===== src/rtl/mpts_pkg.sv =====
// shared types, constants and pattern functions of the memory self-test sequencer
package mpts_pkg;

    localparam int WORD_BYTES    = 4;
    localparam int WORD_SHIFT    = 2;
    localparam int PATTERN_COUNT = 12;
    localparam int WIDX_W        = 32 - WORD_SHIFT;

    localparam logic [3:0] PH_DATA      = 4'd0;
    localparam logic [3:0] PH_ADDR_LO   = 4'd1;
    localparam logic [3:0] PH_ADDR_HI   = 4'd2;
    localparam logic [3:0] PH_FILL_ZERO = 4'd3;
    localparam logic [3:0] PH_FILL_ONES = 4'd4;
    localparam logic [3:0] PH_FILL_FIVE = 4'd5;
    localparam logic [3:0] PH_FILL_A    = 4'd6;
    localparam logic [3:0] PH_WALK      = 4'd7;
    localparam logic [3:0] PH_INDEX     = 4'd8;
    localparam logic [3:0] PH_INV_INDEX = 4'd9;
    localparam logic [3:0] PH_LAST      = PH_INV_INDEX;

    localparam logic [1:0] SUB_FIRST  = 2'd0;
    localparam logic [1:0] SUB_SECOND = 2'd1;
    localparam logic [1:0] SUB_THIRD  = 2'd2;

    localparam logic CFG_BASE = 1'b0;
    localparam logic CFG_SIZE = 1'b1;

    localparam logic [31:0] FIRST_MASK    = 32'(WORD_BYTES);
    localparam logic [31:0] GUARD_OFFSET  = 32'd8;
    localparam logic [63:0] GUARD_PATTERN = 64'h0123456789abcdef;

    localparam logic [31:0] FILL_ZERO = 32'h00000000;
    localparam logic [31:0] FILL_ONES = 32'hffffffff;
    localparam logic [31:0] FILL_FIVE = 32'h55555555;
    localparam logic [31:0] FILL_A    = 32'haaaaaaaa;

    typedef enum logic [1:0] {
        CMD_IDLE  = 2'd0,
        CMD_WRITE = 2'd1,
        CMD_READ  = 2'd2,
        CMD_DONE  = 2'd3
    } t_cmd;

    typedef struct packed {
        logic [3:0]        phase;
        logic [1:0]        sub;
        logic [WIDX_W-1:0] widx;
        logic [31:0]       fmask;
        logic [31:0]       capt;
        logic              running;
        logic              finished;
        logic              fail;
        logic [31:0]       fail_addr;
        logic [63:0]       fail_exp;
        logic [63:0]       fail_obs;
    } t_state;

    typedef struct packed {
        t_cmd        cmd;
        logic        wide;
        logic [31:0] addr;
        logic [63:0] wval;
        logic [3:0]  phase;
        logic        failed;
        logic [31:0] fail_addr;
        logic [63:0] fail_exp;
        logic [63:0] fail_obs;
    } t_result;

    typedef struct packed {
        logic [31:0] valid_lo;
        logic [31:0] valid_hi;
        logic [31:0] addr_hi;
    } t_scan;

    function automatic logic [63:0] data_pattern(input logic [3:0] idx);
        logic [63:0] p;
        case (idx)
            4'd0:    p = 64'haaaaaaaaaaaaaaaa;
            4'd1:    p = 64'hcccccccccccccccc;
            4'd2:    p = 64'hf0f0f0f0f0f0f0f0;
            4'd3:    p = 64'hff00ff00ff00ff00;
            4'd4:    p = 64'hffff0000ffff0000;
            4'd5:    p = 64'hffffffff00000000;
            4'd6:    p = 64'h00000000ffffffff;
            4'd7:    p = 64'h0000ffff0000ffff;
            4'd8:    p = 64'h00ff00ff00ff00ff;
            4'd9:    p = 64'h0f0f0f0f0f0f0f0f;
            4'd10:   p = 64'h3333333333333333;
            4'd11:   p = 64'h5555555555555555;
            default: p = 64'h0;
        endcase
        return p;
    endfunction

    function automatic logic [31:0] fill_value(input logic [3:0] ph, input logic [31:0] i);
        logic [31:0] v;
        case (ph)
            PH_FILL_ZERO: v = FILL_ZERO;
            PH_FILL_ONES: v = FILL_ONES;
            PH_FILL_FIVE: v = FILL_FIVE;
            PH_FILL_A:    v = FILL_A;
            PH_WALK:      v = 32'd1 << i[4:0];
            PH_INDEX:     v = i;
            default:      v = ~i;
        endcase
        return v;
    endfunction

    function automatic logic [31:0] lowest_bit(input logic [31:0] x);
        return x & (~x + 32'd1);
    endfunction

    function automatic logic [31:0] at_or_above(input logic [31:0] m);
        return (m == 32'd0) ? 32'd0 : ~(m - 32'd1);
    endfunction

endpackage


===== src/rtl/mpts_addr_scan.sv =====
// address-line target check: which flipped-bit targets fall inside the region
module mpts_addr_scan (
    input  logic [31:0]    i_base,
    input  logic [31:0]    i_size,
    output mpts_pkg::t_scan o_scan
);
    import mpts_pkg::*;

    always_comb begin
        logic [32:0] region_end;
        logic [31:0] addr_hi;
        logic [31:0] tgt_lo;
        logic [31:0] tgt_hi;
        region_end = {1'b0, i_base} + {1'b0, i_size};
        addr_hi    = i_base + i_size - GUARD_OFFSET;
        o_scan.valid_lo = '0;
        o_scan.valid_hi = '0;
        o_scan.addr_hi  = addr_hi;
        tgt_lo = '0;
        tgt_hi = '0;
        for (int k = WORD_SHIFT; k < 32; k++) begin
            tgt_lo = i_base ^ (32'd1 << k);
            tgt_hi = addr_hi ^ (32'd1 << k);
            o_scan.valid_lo[k] = (tgt_lo >= i_base) && ({1'b0, tgt_lo} < region_end);
            o_scan.valid_hi[k] = (tgt_hi >= i_base) && ({1'b0, tgt_hi} < region_end);
        end
    end

endmodule


===== src/rtl/mpts_step.sv =====
// next sequencer state from the current state and one input beat
module mpts_step (
    input  mpts_pkg::t_state i_st,
    input  logic             i_opcode,
    input  logic [63:0]      i_read_data,
    input  logic [31:0]      i_base,
    input  logic [31:0]      i_size,
    input  mpts_pkg::t_scan  i_scan,
    output mpts_pkg::t_state o_st
);
    import mpts_pkg::*;

    always_comb begin
        t_state      n;
        logic [WIDX_W-1:0] wc;
        logic [31:0] first_lo;
        logic [31:0] first_hi;
        logic [31:0] vcur;
        logic [31:0] mnext;
        logic [31:0] srch;
        logic [31:0] taddr;
        logic [31:0] target;
        logic [63:0] pat;
        logic [31:0] fexp;
        logic [31:0] rd_lo;
        logic        fin;
        logic        to_lo;
        logic        to_hi;
        logic        to_fill;

        n        = i_st;
        wc       = i_size[31:WORD_SHIFT];
        first_lo = lowest_bit(i_scan.valid_lo);
        first_hi = lowest_bit(i_scan.valid_hi);
        vcur     = (i_st.phase == PH_ADDR_LO) ? i_scan.valid_lo : i_scan.valid_hi;
        taddr    = (i_st.phase == PH_ADDR_LO) ? i_base : i_scan.addr_hi;
        target   = taddr ^ i_st.fmask;
        mnext    = (i_st.sub == SUB_THIRD) ? (i_st.fmask << 1) : i_st.fmask;
        srch     = lowest_bit(vcur & at_or_above(mnext));
        pat      = data_pattern(i_st.widx[3:0]);
        fexp     = fill_value(i_st.phase, {{(32-WIDX_W){1'b0}}, i_st.widx});
        rd_lo    = i_read_data[31:0];
        fin      = 1'b0;
        to_lo    = 1'b0;
        to_hi    = 1'b0;
        to_fill  = 1'b0;

        if (!i_opcode) begin
            n         = '0;
            n.fmask   = FIRST_MASK;
            n.running = 1'b1;
        end else if (i_st.running) begin
            case (i_st.phase)
                PH_DATA: begin
                    if (i_st.sub == SUB_THIRD && i_read_data != pat && !i_st.fail) begin
                        n.fail      = 1'b1;
                        n.fail_addr = i_base;
                        n.fail_exp  = pat;
                        n.fail_obs  = i_read_data;
                    end
                    if (i_st.sub == SUB_THIRD) begin
                        n.sub  = SUB_FIRST;
                        n.widx = i_st.widx + 1'b1;
                    end else begin
                        n.sub = i_st.sub + 1'b1;
                    end
                    if (n.widx >= WIDX_W'(PATTERN_COUNT)) begin
                        if (n.fail) begin
                            fin = 1'b1;
                        end else if (first_lo != 32'd0) begin
                            to_lo = 1'b1;
                        end else if (first_hi != 32'd0) begin
                            to_hi = 1'b1;
                        end else begin
                            to_fill = 1'b1;
                        end
                    end
                end
                PH_ADDR_LO, PH_ADDR_HI: begin
                    if (i_st.sub == SUB_FIRST) begin
                        n.capt = rd_lo;
                    end else if (i_st.sub == SUB_THIRD && rd_lo == ~i_st.capt
                                 && !i_st.fail) begin
                        n.fail      = 1'b1;
                        n.fail_addr = target;
                        n.fail_exp  = {32'd0, i_st.capt};
                        n.fail_obs  = {32'd0, rd_lo};
                    end
                    n.sub   = (i_st.sub == SUB_THIRD) ? SUB_FIRST : i_st.sub + 1'b1;
                    n.fmask = srch;
                    if (srch == 32'd0) begin
                        if (n.fail) begin
                            fin = 1'b1;
                        end else if (i_st.phase == PH_ADDR_LO && first_hi != 32'd0) begin
                            to_hi = 1'b1;
                        end else begin
                            to_fill = 1'b1;
                        end
                    end
                end
                default: begin
                    if (i_st.sub == SUB_SECOND && rd_lo != fexp) begin
                        if (!i_st.fail) begin
                            n.fail      = 1'b1;
                            n.fail_addr = i_base + {i_st.widx, {WORD_SHIFT{1'b0}}};
                            n.fail_exp  = {32'd0, fexp};
                            n.fail_obs  = {32'd0, rd_lo};
                        end
                        fin = 1'b1;
                    end else begin
                        n.widx = i_st.widx + 1'b1;
                        if (n.widx >= wc) begin
                            if (wc == '0) begin
                                // region shrank below one word: remaining fill passes skipped
                                n.phase = PH_LAST;
                                n.sub   = SUB_SECOND;
                                n.widx  = '0;
                                fin     = 1'b1;
                            end else if (i_st.sub == SUB_FIRST) begin
                                n.sub  = SUB_SECOND;
                                n.widx = '0;
                            end else if (i_st.phase >= PH_LAST) begin
                                fin = 1'b1;
                            end else begin
                                n.phase = i_st.phase + 1'b1;
                                n.sub   = SUB_FIRST;
                                n.widx  = '0;
                                n.fmask = FIRST_MASK;
                            end
                        end
                    end
                end
            endcase
        end

        if (to_lo) begin
            n.phase = PH_ADDR_LO;
            n.sub   = SUB_FIRST;
            n.widx  = '0;
            n.fmask = first_lo;
        end
        if (to_hi) begin
            n.phase = PH_ADDR_HI;
            n.sub   = SUB_FIRST;
            n.widx  = '0;
            n.fmask = first_hi;
        end
        if (to_fill) begin
            n.widx  = '0;
            n.fmask = FIRST_MASK;
            if (wc == '0) begin
                // region too small for a word: every fill pass is skipped
                n.phase = PH_LAST;
                n.sub   = SUB_SECOND;
                fin     = 1'b1;
            end else begin
                n.phase = PH_FILL_ZERO;
                n.sub   = SUB_FIRST;
            end
        end
        if (fin) begin
            n.running  = 1'b0;
            n.finished = 1'b1;
        end
        o_st = n;
    end

endmodule


===== src/rtl/mpts_emit.sv =====
// memory command and status fields for a sequencer state
module mpts_emit (
    input  mpts_pkg::t_state  i_st,
    input  logic [31:0]       i_base,
    input  logic [31:0]       i_addr_hi,
    output mpts_pkg::t_result o_res
);
    import mpts_pkg::*;

    always_comb begin
        logic [31:0] taddr;
        logic [31:0] widx32;
        taddr  = (i_st.phase == PH_ADDR_LO) ? i_base : i_addr_hi;
        widx32 = {{(32-WIDX_W){1'b0}}, i_st.widx};

        o_res.cmd       = CMD_IDLE;
        o_res.wide      = 1'b0;
        o_res.addr      = 32'd0;
        o_res.wval      = 64'd0;
        o_res.phase     = i_st.phase;
        o_res.failed    = i_st.fail;
        o_res.fail_addr = i_st.fail_addr;
        o_res.fail_exp  = i_st.fail_exp;
        o_res.fail_obs  = i_st.fail_obs;

        if (i_st.running) begin
            case (i_st.phase)
                PH_DATA: begin
                    o_res.wide = 1'b1;
                    case (i_st.sub)
                        SUB_FIRST: begin
                            o_res.cmd  = CMD_WRITE;
                            o_res.addr = i_base;
                            o_res.wval = data_pattern(i_st.widx[3:0]);
                        end
                        SUB_SECOND: begin
                            o_res.cmd  = CMD_WRITE;
                            o_res.addr = i_base + GUARD_OFFSET;
                            o_res.wval = GUARD_PATTERN;
                        end
                        default: begin
                            o_res.cmd  = CMD_READ;
                            o_res.addr = i_base;
                        end
                    endcase
                end
                PH_ADDR_LO, PH_ADDR_HI: begin
                    if (i_st.sub == SUB_SECOND) begin
                        o_res.cmd  = CMD_WRITE;
                        o_res.addr = taddr;
                        o_res.wval = {32'd0, ~i_st.capt};
                    end else begin
                        o_res.cmd  = CMD_READ;
                        o_res.addr = taddr ^ i_st.fmask;
                    end
                end
                default: begin
                    o_res.addr = i_base + {i_st.widx, {WORD_SHIFT{1'b0}}};
                    if (i_st.sub == SUB_FIRST) begin
                        o_res.cmd  = CMD_WRITE;
                        o_res.wval = {32'd0, fill_value(i_st.phase, widx32)};
                    end else begin
                        o_res.cmd = CMD_READ;
                    end
                end
            endcase
        end else if (i_st.finished) begin
            o_res.cmd = CMD_DONE;
        end
    end

endmodule


===== src/rtl/memory_post_test_sequencer.sv =====
// top level of the memory self-test sequencer: registers, handshakes, config port
//
//  channel   direction  handshake                   payload
//  config    in         i_cfg_valid / o_cfg_ready   i_cfg_index, i_cfg_data
//  step      in         i_valid / o_ready           i_opcode, i_read_data
//  result    out        o_valid / i_ready           o_command ... o_observed_value
//
// one result beat per step beat, one step beat per cycle when the result side keeps up
// the whole step (address-line target search, compare, next command) is combinational
// from the sequencer state register into the result register
// a held result stalls the step channel only while the result register stays full
// synchronous active-low reset: base 0, size 16, sequencer idle, failure record clear
module memory_post_test_sequencer (
    input  logic        i_clk,
    input  logic        i_rst_n,
    input  logic        i_cfg_valid,
    output logic        o_cfg_ready,
    input  logic        i_cfg_index,
    input  logic [31:0] i_cfg_data,
    input  logic        i_valid,
    output logic        o_ready,
    input  logic        i_opcode,
    input  logic [63:0] i_read_data,
    output logic        o_valid,
    input  logic        i_ready,
    output logic [1:0]  o_command,
    output logic        o_wide_access,
    output logic [31:0] o_mem_address,
    output logic [63:0] o_write_value,
    output logic [3:0]  o_phase,
    output logic        o_failed,
    output logic [31:0] o_fail_address,
    output logic [63:0] o_expected_value,
    output logic [63:0] o_observed_value
);
    import mpts_pkg::*;

    logic [31:0] r_base;
    logic [31:0] r_size;
    t_state      r_st;
    t_state      n_st;
    t_result     r_res;
    t_result     n_res;
    logic        r_valid;
    t_scan       s_scan;
    t_state      s_reset_st;
    logic        s_accept;

    assign o_cfg_ready = 1'b1;
    assign o_ready     = !r_valid || i_ready;
    assign s_accept    = i_valid && o_ready;

    always_comb begin
        s_reset_st       = '0;
        s_reset_st.fmask = FIRST_MASK;
    end

    always_ff @(posedge i_clk) begin
        if (!i_rst_n) begin
            r_base <= 32'd0;
            r_size <= 32'd16;
        end else if (i_cfg_valid) begin
            unique case (i_cfg_index)
                CFG_BASE: r_base <= i_cfg_data;
                CFG_SIZE: r_size <= i_cfg_data;
                default:  r_base <= r_base;
            endcase
        end
    end

    mpts_addr_scan u_scan (
        .i_base (r_base),
        .i_size (r_size),
        .o_scan (s_scan)
    );

    mpts_step u_step (
        .i_st        (r_st),
        .i_opcode    (i_opcode),
        .i_read_data (i_read_data),
        .i_base      (r_base),
        .i_size      (r_size),
        .i_scan      (s_scan),
        .o_st        (n_st)
    );

    mpts_emit u_emit (
        .i_st      (n_st),
        .i_base    (r_base),
        .i_addr_hi (s_scan.addr_hi),
        .o_res     (n_res)
    );

    always_ff @(posedge i_clk) begin
        if (!i_rst_n) begin
            r_st    <= s_reset_st;
            r_valid <= 1'b0;
        end else begin
            if (s_accept) begin
                r_st    <= n_st;
                r_valid <= 1'b1;
            end else if (i_ready) begin
                r_valid <= 1'b0;
            end
        end
    end

    always_ff @(posedge i_clk) begin
        if (s_accept) begin
            r_res <= n_res;
        end
    end

    assign o_valid          = r_valid;
    assign o_command        = r_res.cmd;
    assign o_wide_access    = r_res.wide;
    assign o_mem_address    = r_res.addr;
    assign o_write_value    = r_res.wval;
    assign o_phase          = r_res.phase;
    assign o_failed         = r_res.failed;
    assign o_fail_address   = r_res.fail_addr;
    assign o_expected_value = r_res.fail_exp;
    assign o_observed_value = r_res.fail_obs;

    // a failure stays recorded until a start beat
    a_fail_sticky: assert property (@(posedge i_clk) disable iff (!i_rst_n)
        r_st.fail && !(s_accept && !i_opcode) |=> r_st.fail)
        else $error("failure flag dropped without a start");

    a_run_or_done: assert property (@(posedge i_clk) disable iff (!i_rst_n)
        !(r_st.running && r_st.finished))
        else $error("sequencer both running and finished");

    a_mask_onehot: assert property (@(posedge i_clk) disable iff (!i_rst_n)
        r_st.running && (r_st.phase == PH_ADDR_LO || r_st.phase == PH_ADDR_HI)
        |-> $onehot(r_st.fmask))
        else $error("address-line flip mask not one-hot while running");

    a_phase_range: assert property (@(posedge i_clk) disable iff (!i_rst_n)
        r_st.phase <= PH_LAST)
        else $error("phase beyond last fill pass");

    a_result_held: assert property (@(posedge i_clk) disable iff (!i_rst_n)
        r_valid && !i_ready |=> r_valid && $stable(r_res))
        else $error("pending result beat changed before it was taken");

endmodule

===== config.mk =====
export PLATFORM = sky130hd
export DESIGN_NAME = memory_post_test_sequencer
export DESIGN_NICKNAME = d
export VERILOG_FILES = /design/src/rtl/mpts_pkg.sv /design/src/rtl/mpts_addr_scan.sv /design/src/rtl/mpts_step.sv /design/src/rtl/mpts_emit.sv /design/src/rtl/memory_post_test_sequencer.sv
export SDC_FILE = /design/constraint.sdc
export NUM_CORES = 2
export LEC_CHECK = 0
export BUFFER_PORTS_ARGS = -buffer_cell sky130_fd_sc_hd__buf_4
export CAP_MARGIN = 20
export CORE_MARGIN = 2
export CORE_UTILIZATION = 50
export DETAILED_ROUTE_END_ITERATION = 12
export PLACE_DENSITY = 0.75
export SKIP_LAST_GASP = 1
export SLEW_MARGIN = 20
export SYNTH_ARGS = -nofsm -noshare
export SYNTH_HDL_FRONTEND = slang
export SYNTH_SLANG_ARGS = --single-unit

===== constraint.sdc =====
create_clock -name i_clk -period 26.9 [get_ports i_clk]
set_input_delay 5.38 -clock i_clk [delete_from_list [all_inputs] [get_ports i_clk]]
set_output_delay 5.38 -clock i_clk [all_outputs]
set_load 0.02 [all_outputs]

## Word level (Yosys, flattened, before mapping)

Memory sizes are Yosys's and may differ from the RTL's. A register that Yosys moved wholly into a read port is not among the register bits.
Cells that the tools add are included.

| cells by class | value |
|---|---|
| reductions and logical operators | 86 |
| $add $sub $neg | 13 |
| shifts and indexed selects | 2 |
| $lt $le $gt $ge | 123 |
| bitwise logic cells | 75 |
| equal/unequal tests | 22 |
| multiplexer cells | 105 |

Operator list:

| kind | count |
|---|---|
| 32-bit by 33-bit less-than comparator with 1-bit output | 60 |
| 161-bit two-way mux | 12 |
| 32-bit greater-or-equal comparator | 60 |
| 32-bit two-way mux | 14 |
| 68-bit two-way mux | 6 |
| 32-bit one-hot mux with 6 select lines | 2 |
| 161-bit one-hot mux with 2 select lines | 1 |
| 100-bit two-way mux | 2 |
| 32-bit NOT | 6 |
| 96-bit one-hot mux with 2 select lines | 1 |
| 160-bit two-way mux | 1 |
| 32-bit AND | 4 |
| 64-bit one-hot mux with 2 select lines | 1 |
| 30-bit two-way mux | 4 |
| 32-bit by 1-bit adder with 32-bit output, second input constant | 3 |
| 32-bit adder | 3 |
| 1-bit logical AND | 67 |
| 32-bit logical NOT | 2 |
| 64-bit != test | 1 |
| 30-bit NOT with 32-bit output | 2 |
| 32-bit one-hot mux with 2 select lines | 1 |
| 32-bit nonzero test | 2 |
| 1-bit by 5-bit << shifter with 32-bit output, first input constant | 2 |
| 32-bit bitwise XOR | 2 |
| other kinds (36) | 167 |

| word-level totals | value |
|---|---|
| logic and storage cells | 451 |
| output and inout port bits | 267 |
| register bits | 592 |
| memories kept | 2 |
| input bits | 103 |
| memory bits (read-only) | 2048 |

Memory list:

| memory | depth | width | read ports | clocked after Yosys merged registers in | write ports | RTL line | text |
|---|---|---|---|---|---|---|---|
| (no name shown) | 16 | 64 | 1 | 0 | 0 | mpts_pkg.sv:78 | `case (idx)` |
| (no name shown) | 16 | 64 | 1 | 1 | 0 | mpts_pkg.sv:78 |  |

## Logic depth before layout (Yosys ltp)

| depth | value |
|---|---|
| depth in word-level cells | 23 |
| mapped depth | 58 |
| depth with buffers taken out | 56 |

## By module

A second synthesis with hierarchy kept.

| second synthesis, totals | value |
|---|---|
| cell total of the unflattened synthesis | 7369 |
| area total of the unflattened synthesis | 57878.0 µm² |

By module, submodules not included:

| module | instances | cells an instance | area an instance (µm²) | seq. area each (µm²) |
|---|---|---|---|---|
| memory_post_test_sequencer | 1 | 1693 | 20997.6 | 14493.9 |
| mpts_step | 1 | 3034 | 18829.3 | 0.0 |
| mpts_addr_scan | 1 | 1507 | 10712.8 | 0.0 |
| mpts_emit | 1 | 1135 | 7338.3 | 0.0 |

## Worst setup path after synthesis

Ideal clock, no wire load.

| path | value |
|---|---|
| kind | input -> register |
| start | input port i_ready |
| end | register r_res, in the netlist o_command[0] (enable) |
| data required time | 26.169 ns |
| data arrival time | 13.535 ns |
| path buffers | 2 |
| library setup time | 0.731 ns |
| setup slack | 12.633 ns |
| stages on the path | 5 |
| cell sequence | nand2b_1 -> nand2_1 -> clkinv_1 -> clkbuf_1 -> clkbuf_1 |

| between the ends | value |
|---|---|
| cells in the longest elaborated chain, start to end | 2 |

RTL lines:

| what | RTL line | text |
|---|---|---|
| start, declared | memory_post_test_sequencer.sv:25 | `input logic i_ready,` |
| 1-bit logical OR | memory_post_test_sequencer.sv:50 | `assign o_ready = !r_valid \|\| i_ready;` |
| 1-bit logical AND | memory_post_test_sequencer.sv:51 | `assign s_accept = i_valid && o_ready;` |
| via s_accept | memory_post_test_sequencer.sv:47 | `logic s_accept;` |
| end signal, assigned | memory_post_test_sequencer.sv:110 | `r_res <= n_res;` |
| end, declared | memory_post_test_sequencer.sv:42 | `t_result r_res;` |

The timed path passes the listed nets, and every way through them passes these cells.
A chain may end at the register's enable or synchronous reset.

==> flow_summary.ini <==
[clocking]
post-cts-setup-buffers = 0
cts_tree = built
hold_buffers = 0
clock-root-buffer = clkbuf_16
cts_made_buffers = 78
cts_max_level = 3
clock-sinks = 656
cts_buffer_depth = 3
cts-resized-gates = 0
cts.clk_slew.worst_paths_ns = 0.07
clkLatencyLatePin_ns = 0.71

[synth]
ys_top_cells_by_area = edfxtp_1 (14%), dfxtp_1 (14%), ha_1 (9.3%)
synthTopCellsByCount = nand2_1 (1,003), nor2_1 (706), a21oi_1 (610), o21ai_0 (575), clkbuf_1 (456)
synth_top_area_cell = edfxtp_1
synth_cells = 7607
async_flop_share_pct = 0
synth_top_area_share_pct = 13.7
syn-num-nets = 8146
ys_warn_count = 0
syn-cell-area_um2 = 57900
ys_seq_elements = 656
post-synth-top-count-cell = nand2_1
synth_seq_area_share_pct = 27.3
avgSynthCellArea_um2 = 7.61
ys.flop_type = dfxtp_1
yosysUniqueCellTypes = 112
synth_edf_count = 264

[floorplan]
row_count = 124
design.portCount = 370
start_util_pct = 50.5
die_area_um2 = 118000
die_w_um = 344
dieHeight_um = 344
core_area_um2 = 115000

[setup_path]
crit_slowest_cell = o31ai_1
r2r_setup_slack_ns = 10.74
worst-path-buf-inv = 6
crit_arrival_ns = 16.60
worstPathMaxFanout = 24
critPathRequiredTime_ns = 27.33
worstSetupStartpoint = r_base[12]$_SDFFE_PN0P_
r2r_start = r_base[12]$_SDFFE_PN0P_
worst_setup_path_end_kind = flop
cp_slowest_stage_delay_ns = 0.94
crit_type = reg -> reg
cp-start-kind = flop
cpLargestDelayFamily = compound AO/OA/AOI/OAI gates
cpMostUsedCell = a21oi_1

[timing]
fmax_mhz = 61.9
drv_slew = 0
setup-tns-final_ns = 0
min_period_over_period_pct = 60.1
fin_skew_ns = 0.0497
worst_slack_ns = 10.74
period_needed_ns = 16.16
setup_violations = 0
hold_viol = 0
fin_hold_ws_ns = 0.465
tightest_slew_ns = 1.37
rsz0062_at_grt = no
maxSlewHeadroom_pct = 8.40

[placement]
dp_hpwl_um = 216000
dp_slack_ns = 11.41
placed_cells = 9135
port_buffers = 368
gp_congestion = 1.13

[grt]
busiest_layer = met2
grt_max_degree = 111
grt_pass1_vias = 57800
antenna_found_initial = 18
grt_use_met1_pct = 62.0
grt.total_usage_pct = 46.1
grt_use_met2_pct = 63.8
overflow = 0
grt_use_met3_pct = 16.0
grt_pass1_wl_um = 405000

[detailed_routing]
ant_nets = 0
drt-total-wl_um = 286000
firstDrtPassIters = 10
vias = 64600
via_per_inst = 6.95
drc_errors = 0
wl_per_cell_um = 30.8
drtIter0Drc = 11000

[finish]
drive_gt1_share_pct = 10.9
fin_cells = 9288
area_growth_pct = 11.8
fin_nets = 8244

[job]
drv_cap = 0

[pwr]
leakagePower_nw = 25.6
power.density_nw_per_um2 = 61.1
vdd_drop_max_mv = 0.0518
power_w = 0.00395

[min_path]
hold_path.startpoint = r_st[120]$_SDFFE_PN0P_
hold_class = reg -> reg

[status]
status = completed
where the power goes:
| group | internal (W) | switching, W | total (W) |
|---|---|---|---|
| registers | 0.00108 | 0.0000331 | 0.00112 |
| clock network | 0.000623 | 0.000491 | 0.00111 |
| logic | 0.000542 | 0.00118 | 0.00172 |
| total | 0.00225 | 0.00170 | 0.00395 |
cell families after synthesis:
group / share of synthesized area (%)
and+or+nand+nor: 22.2
AOI/OAI and AO/OA: 27.6
buffers and inverters: 5.52
DFF: 27.3
adders and majority gates: 9.51
xor gates and xnor gates: 5.13
muxes: 2.80
other: 0.00648
placed cells by master (no fill, tap or decap), types with 65 or more instances in the layout:
master       n
nor3_1     157
nor3b_1     79
a21boi_0   179
clkbuf_16   79
nand3_1    137
dfxtp_1    391
o21ai_0    571
o22ai_1     65
xor2_1     125
a22oi_1    181
nor4_1      73
ha_1       430
mux2i_1    118
inv_1      304
nor2_1     702
nor2b_1    100
nand4_1     70
a211oi_1    66
a21oi_1    607
and2_1      85
edfxtp_1   264
buf_4      534
a31oi_1     82
a21o_1      81
nand2_1    998
xnor2_1    214
final cells by class:
type	instances	area, um^2
Timing Repair Buffer	538	4040
Antenna cell	6	15.0
Fill cell	10700	49800
Clock inverter	42	515
Sequential cell	656	15800
Inverter	315	1190
Tap cell	1512	1890
Multi-Input combinational cell	6116	39100
Clock buffer	103	2150
per-stage QoR:
stage	utilization [%]	area, um^2
floorplan	-	57900
global placement	54.1	62000
detailed placement	54.1	62000
CTS	56.5	64700
global route	56.5	64700
finish	56.5	64700
metal layers:
| metal | wire [um] | vias up |
|---|---|---|
| met5 | 247 | - |
| met4 | 20100 | 26 |
| met3 | 42800 | 1045 |
| met2 | 113000 | 5135 |
| met1 | 110000 | 30600 |
| li1 | - | 27700 |
state kept, by name, summed over array words and instances, names as in the netlist, 32 cells and up, named ones only:
name and flops:
r_size 32, o_observed_value 64, r_st 263, o_mem_address 32, o_write_value 64, r_base 32
o_fail_address 32, o_expected_value 64
worst reg2reg max path, delay by kind of cell, from the launching register on:
| kind | cells | cell delay [ns] |
|---|---|---|
| adder cells (fa/ha/maj) | 3 | 1.45 |
| buffers and inverters | 6 | 1.71 |
| XOR/XNOR | 1 | 0.16 |
| flip-flops | 1 | 0.67 |
| AO/OA/AOI/OAI | 35 | 9.22 |
| AND/OR/NAND/NOR | 10 | 2.71 |
final timing paths:
path / endpoint / cells after the start
max reg2reg: o_mem_address[31]$_SDFFCE_PN0P_ / 55
min: r_st[120]$_SDFFE_PN0P_ / 2
min reg2reg: r_st[120]$_SDFFE_PN0P_ / 2
max: o_mem_address[31]$_SDFFCE_PN0P_ / 55
(Power assumes the default switching activity.)
